[config.mk]
export PLATFORM = sky130hd
export DESIGN_NAME = bdc_lerp_lane
export DESIGN_NICKNAME = d
export VERILOG_FILES = /design/src/design/bdc_pkg.sv /design/src/design/bdc_lerp_lane.sv
export SDC_FILE = /design/constraint.sdc
export NUM_CORES = 2
export LEC_CHECK = 0
export ABC_AREA = 1
export BUFFER_PORTS_ARGS = -buffer_cell sky130_fd_sc_hd__buf_2
export CAP_MARGIN = 20
export CELL_PAD_IN_SITES_DETAIL_PLACEMENT = 1
export CELL_PAD_IN_SITES_GLOBAL_PLACEMENT = 1
export CORE_MARGIN = 2
export CORE_UTILIZATION = 43
export CTS_CLUSTER_SIZE = 28
export DETAILED_ROUTE_END_ITERATION = 10
export PLACE_DENSITY = 0.8
export SYNTH_ARGS = -nofsm -noshare
export SYNTH_HDL_FRONTEND = slang
export SYNTH_SLANG_ARGS = --single-unit
[constraint.sdc]
create_clock -name clk -period 5.3 [get_ports clk]
set_clock_uncertainty 0.15 [all_clocks]
set_input_delay 0.265 -clock clk [delete_from_list [all_inputs] [get_ports clk]]
set_output_delay 0.265 -clock clk [all_outputs]
set_load 0.1 [all_outputs]
[src/design/bdc_pkg.sv]
`default_nettype none
// ---------------------------------------------------------------------------
// bdc_pkg
// shared widths, codes and types of the 3d de casteljau bezier evaluator
// ---------------------------------------------------------------------------
package bdc_pkg;

  localparam int MAX_POINTS = 8;
  localparam int IDX_W      = (MAX_POINTS > 1) ? $clog2(MAX_POINTS) : 1;
  localparam int CNT_W      = $clog2(MAX_POINTS + 1);

  localparam int COORD_W    = 32;
  localparam int T_W        = 17;
  localparam int FRAC_W     = 16;
  localparam int OP_W       = 2;
  localparam int STAT_W     = 3;

  localparam logic [T_W-1:0] ONE_Q16 = T_W'(65536);

  localparam logic [OP_W-1:0] OP_CLEAR = 2'd0;
  localparam logic [OP_W-1:0] OP_ADD   = 2'd1;
  localparam logic [OP_W-1:0] OP_EVAL  = 2'd2;

  typedef enum logic [STAT_W-1:0] {
    STAT_POS_OK    = 3'd0,
    STAT_STORED    = 3'd1,
    STAT_DROPPED   = 3'd2,
    STAT_NO_POINTS = 3'd3,
    STAT_CLEARED   = 3'd4
  } status_t;

  typedef enum logic [2:0] {
    ST_IDLE,
    ST_LEVEL,
    ST_DRAIN,
    ST_FINAL_RD,
    ST_FINAL_WAIT,
    ST_EMIT
  } state_t;

  typedef logic signed [COORD_W-1:0] coord_t;

  typedef struct packed {
    coord_t x;
    coord_t y;
    coord_t z;
  } point_t;

endpackage
`default_nettype wire

[src/design/bdc_lerp_lane.sv]
`default_nettype none
// ---------------------------------------------------------------------------
// bdc_lerp_lane
// pipelined fixed point interpolation a + round(t * (b - a)) for one axis
// ---------------------------------------------------------------------------
module bdc_lerp_lane (
  input  wire logic            clk,
  input  wire bdc_pkg::coord_t a,
  input  wire bdc_pkg::coord_t b,
  input  wire logic [bdc_pkg::T_W-1:0] t,
  output bdc_pkg::coord_t      q
);
  import bdc_pkg::*;

  localparam int DIFF_W = COORD_W + 1;
  localparam int PROD_W = T_W + 1 + DIFF_W;
  localparam int SUM_W  = PROD_W - FRAC_W;

  logic signed [DIFF_W-1:0] d1;
  coord_t                   a1;
  logic signed [PROD_W-1:0] p2;
  coord_t                   a2;
  logic [SUM_W-1:0]         sum;

  // stage 1: difference
  always_ff @(posedge clk) begin
    d1 <= DIFF_W'(b) - DIFF_W'(a);
    a1 <= a;
  end

  // stage 2: product with t, t is at most one so it fits 18 signed bits
  always_ff @(posedge clk) begin
    p2 <= $signed({1'b0, t}) * d1;
    a2 <= a1;
  end

  // round half up: (p + half) >>> 16 == (p >>> 16) + p[15]
  always_comb begin
    sum = SUM_W'(a2) + p2[PROD_W-1:FRAC_W] + SUM_W'(p2[FRAC_W-1]);
  end

  assign q = sum[COORD_W-1:0];

endmodule
`default_nettype wire

* Word-level counts from Yosys, hierarchy flattened
Cells that the tools add are included.
** Storage, ports and cells
- Bits in read-only memories :: 0
- Latch bits :: 0
- Memories :: 0
- Register bits after elaboration :: 145
- Output and inout bits :: 32
- Input bits :: 82
- Logic and storage cells :: 8
- RAM bits :: 0
** Operators by class
- Bitwise operators :: 0
- Shift-type cells :: 0
- Muxes and demuxes :: 0
- Add/sub/neg operators :: 3
- Equality and inequality tests :: 0
- $lt $le $gt $ge :: 0
- Reduce and logical (&&, ||, !) cells :: 0
- Multiply operators :: 1
- Divide/modulo/power cells :: 0
** Operators with widths (count)
- $mul 18x33->48 :: 1
- $sub 32x32->33 :: 1
- $add 32x1->32 :: 1
- $add 32x32->32 :: 1

* Depth between registers and ports, before layout
- Depth after elaboration :: 2
- Gate-level depth with buffers :: 30
- Depth with buffers taken out :: 28

* Least setup slack after synthesis
No wires, ideal clock.
- Path kind :: register -> register
- Start point :: register d1[32]
- End point :: register p2[47]
- Required time :: 5038 ps
- Path buffers :: 2
- Clock period less this slack :: 5708 ps
- Setup slack :: -408 ps
- Cell stages (with the launch flop) :: 25
- Arrival :: 5446 ps
- Cell sequence :: dfxtp_1 > clkbuf_1 > clkbuf_1 > nand2_1 > fa_1 > inv_1 > fa_1 > inv_1 > fa_1 > fa_1 > fa_1 > fa_1 > inv_1 > ha_1 > nand2_1 > nor2_1 > inv_1 > nor3_2 > nand2_1 > nor2_1 > nand2_1 > nand3_1 > inv_1 > nand2_1 > nand2_1
** Between the ends
- Cells in the longest elaborated chain, start to end :: 1
** RTL lines
- start: declaration :: line bdc_lerp_lane.sv:19 : logic signed [DIFF_W-1:0] d1;
- start signal: assignment :: line bdc_lerp_lane.sv:27 : d1 <= DIFF_W'(b) - DIFF_W'(a);
- $mul 18x33->48 :: line bdc_lerp_lane.sv:33 : p2 <= $signed({1'b0, t}) * d1;
- end signal: assignment :: line bdc_lerp_lane.sv:33
- end: declaration :: line bdc_lerp_lane.sv:21 : logic signed [PROD_W-1:0] p2;
Every way passes these cells.

* Final worst setup path
- Start point :: register d1[8]
- End point :: register p2[45]
The elaborated chain is that of the path after synthesis.

==> flow_summary_export.csv <==
group,metric,value,unit
yosys,synth_cell_types,38,
route,vias,27208,
clock_tree,cts_tree,"built",
yosys,syn_avg_cell_area,7.23,µm²
outcome,status,"finished, violations left",
final_layout,final_cell_mix,"inv_1, nand2_1, fa_1",
clock_tree,cts_buffers,17,
sta,worst_slew_pin_slew,940,ps
route,wl_per_cell,24.9,µm
grt,antenna_found_initial,8,
clock_tree,root_buffer,"clkbuf_16",
setup_path,cp.arrival,6420,ps
job,cap_violations,0,
outcome,violations,"setup timing",
sta,final-setup-viol-count,33,
floorplanning,ioPinCount,114,
setup_path,worstSetupPathType,"reg -> reg",
route,via_per_inst,5.44,
setup_path,endpoint_kind,"register",
setup_path,crit_path_start_kind,"register",
placed_design,dpl-instance-area,31000,µm²
sta,rsz0062_at_grt,"yes",
grt,grt_pass1_vias,29970,
yosys,netlist_instances,3766,
route,drc,0,
yosys,syn-cell-area,27200,µm²
final_layout,finish.utilization,0.550,
placed_design,routabilityCongestion,0.960,
clock_tree,htreeDepth,4,
route,drt-total-wl,124000,µm
floorplanning,start_util,0.433,
clock_tree,cts_max_path_buffers,2,
floorplanning,fp.dieW,256,µm
setup_path,cp.required,5480,ps
route,drt_iter0_drc,1802,
placed_design,port_buffers,113,
grt,grt_overflow,0,
final_layout,mostFrequentLayoutCell,"inv_1",
final_layout,final_area,34600,µm²
grt,grt_max_degree,32,
final_layout,fillers,7752,
clock_tree,cts_sinks,130,
yosys,synth_warnings,0,
route,ant_nets,0,
final_layout,final_nets,4910,
sta,hold_viol,0,
yosys,synth_seq_cells,130,
final_layout,layout-drive-gt1-share,0.233,
clock_tree,clk_pin_slew,80,ps
yosys,synthesis.nets,4537,
floorplanning,rows,92,
yosys,yosysSeqAreaShare,0.0955,
setup_path,cp_max_fo,5,
sta,slew_viol_final,0,
route,drt-pass1-iter-count,5,
floorplanning,die_h,256,µm
floorplanning,die-area,65400,µm²
grt,grt_pass1_wl,168000,µm
grt,grt_use_total,0.332,
sta,period_minus_slack,6240,ps
placed_design,hpwlAfterDp,83900,µm
worst_hold_path,hp-class,"in -> reg",
clock_tree,worst_skew_pair.late_latency,470,ps
sta,fin_ws,-939,ps
sta,fmax,0.160,GHz
floorplanning,core_area,62900,µm²
sta,period_share,1.18,
final_layout,syn2layout_area_growth,26.9,%
sta,slew_headroom,0.371,
placed_design,place_ws,-836,ps
-- cell usage after synthesis --
library cell  number  share of area
nor3_2             3         0.0011
nor2_2             6         0.0014
nand3_2            2        0.00073
nor2_4             4         0.0017
a21oi_1          108          0.020
xor2_1            55          0.018
o211ai_1           2        0.00055
and3_1             3        0.00069
o21a_1             3        0.00083
o21ai_1            6         0.0011
nor3_1             9         0.0017
nand3_1           95          0.017
nor3b_2            1        0.00046
a21boi_0           8         0.0022
nor4_1             4        0.00092
buf_2              1        0.00018
o31a_1             1        0.00032
ha_1             172          0.079
or2_1              2        0.00046
nand4_1           19         0.0044
inv_2              7        0.00096
nand2_1         1067           0.15
clkbuf_1         129          0.018
o21ai_2            4         0.0013
fa_1             517           0.38
o211ai_2           1        0.00046
a21oi_2            2        0.00064
and2_1             3        0.00069
o21bai_1          23         0.0063
nand3b_1           7         0.0019
a31oi_1            3        0.00069
nand2_2            6         0.0014
xnor2_1            7         0.0023
o21ai_0           49         0.0090
a21o_1            11         0.0030
inv_1           1146           0.16
dfxtp_1          130          0.096
nor2_1           150          0.021
-- path summary, 6_finish.rpt --
check,start,to,slack [ps],depth (start not counted)
hold reg to reg,a1[4],a2[4],170,0
hold / removal,b[0],d1[0],10,4
setup / recovery,d1[8],p2[45],-940,21
setup reg to reg,d1[8],p2[45],-940,21
-- cells by family (layout without fill, tap and decap cells) --
kind of cell,count (synthesis),in the layout,share of synthesized area
AO/OA/AOI/OAI,221,221,0.0463
XOR/XNOR,62,62,0.0199
adder cells (fa/ha/maj),689,689,0.459
buffers and inverters,1283,1669,0.177
flip-flops,130,130,0.0955
other,0,1,0
AND/OR/NAND/NOR,1381,1381,0.203
-- repair_timing --
| action | in CTS | in global routing |
|---|---|---|
| gates cloned | 1 | 1 |
| hold endpoints to repair | 33 | 0 |
| setup buffers | 28 | 31 |
| resized for setup | 331 | 304 |
| endpoints found under the setup margin | 33 | 33 |
| pin swaps | 139 | 162 |
| hold buffers | 32 | 0 |
-- sequential cells by signal, indices dropped and copies added (netlist names) --
signal / cells
a2: 32
a1: 32
p2: 33
d1: 33
-- critical path, cell delays in order (launching register included) --
cell and delay [ps]:
dfxtp_4 430, buf_4 140, buf_4 170, nand2_1 100, fa_1 540, inv_1 340, fa_1 500, fa_1 550
fa_1 470, fa_1 500, inv_1 50, fa_1 510, inv_1 90, ha_4 360, nand2_4 110, inv_6 120
nand2_8 90, nor2_4 130, and3_4 230, nand3_2 160, nand4_1 200, nand2_1 150
-- final cells by class --
class                           instances  area [µm²]  share of cell area
Antenna cell                            1        2.50           0.0000724
Clock buffer                           17         425              0.0123
Clock inverter                         15         163             0.00470
Inverter                             1153        4360               0.126
Multi-Input combinational cell       2353       21800               0.630
Sequential cell                       130        2660              0.0770
Tap cell                              846        1060              0.0306
Timing Repair Buffer                  484        4120               0.119
-- per-layer routing --
| layer | global-route usage | wire, µm | up-vias |
|---|---|---|---|
| met5 | 0 | 82 | - |
| met4 | 0.201 | 12200 | 14 |
| met3 | 0.0453 | 9210 | 722 |
| met2 | 0.597 | 60100 | 1440 |
| met1 | 0.373 | 42800 | 13638 |
| li1 | - | - | 11394 |
-- stage by stage --
step	std cells	hold slack [ps]	setup TNS, ps
3_3_place_gp	4880	160	-17540
2_1_floorplan	3766	143	0
3_5_place_dp	4880	163	-21010
6_report	4999	14.5	-21320
4_1_cts	4970	17.1	-4580
5_1_grt	4999	22.8	-23250
Power is left out: the tool's default activity adds up to more than one toggle a clock period on the data nets, which glitch-free logic cannot reach.
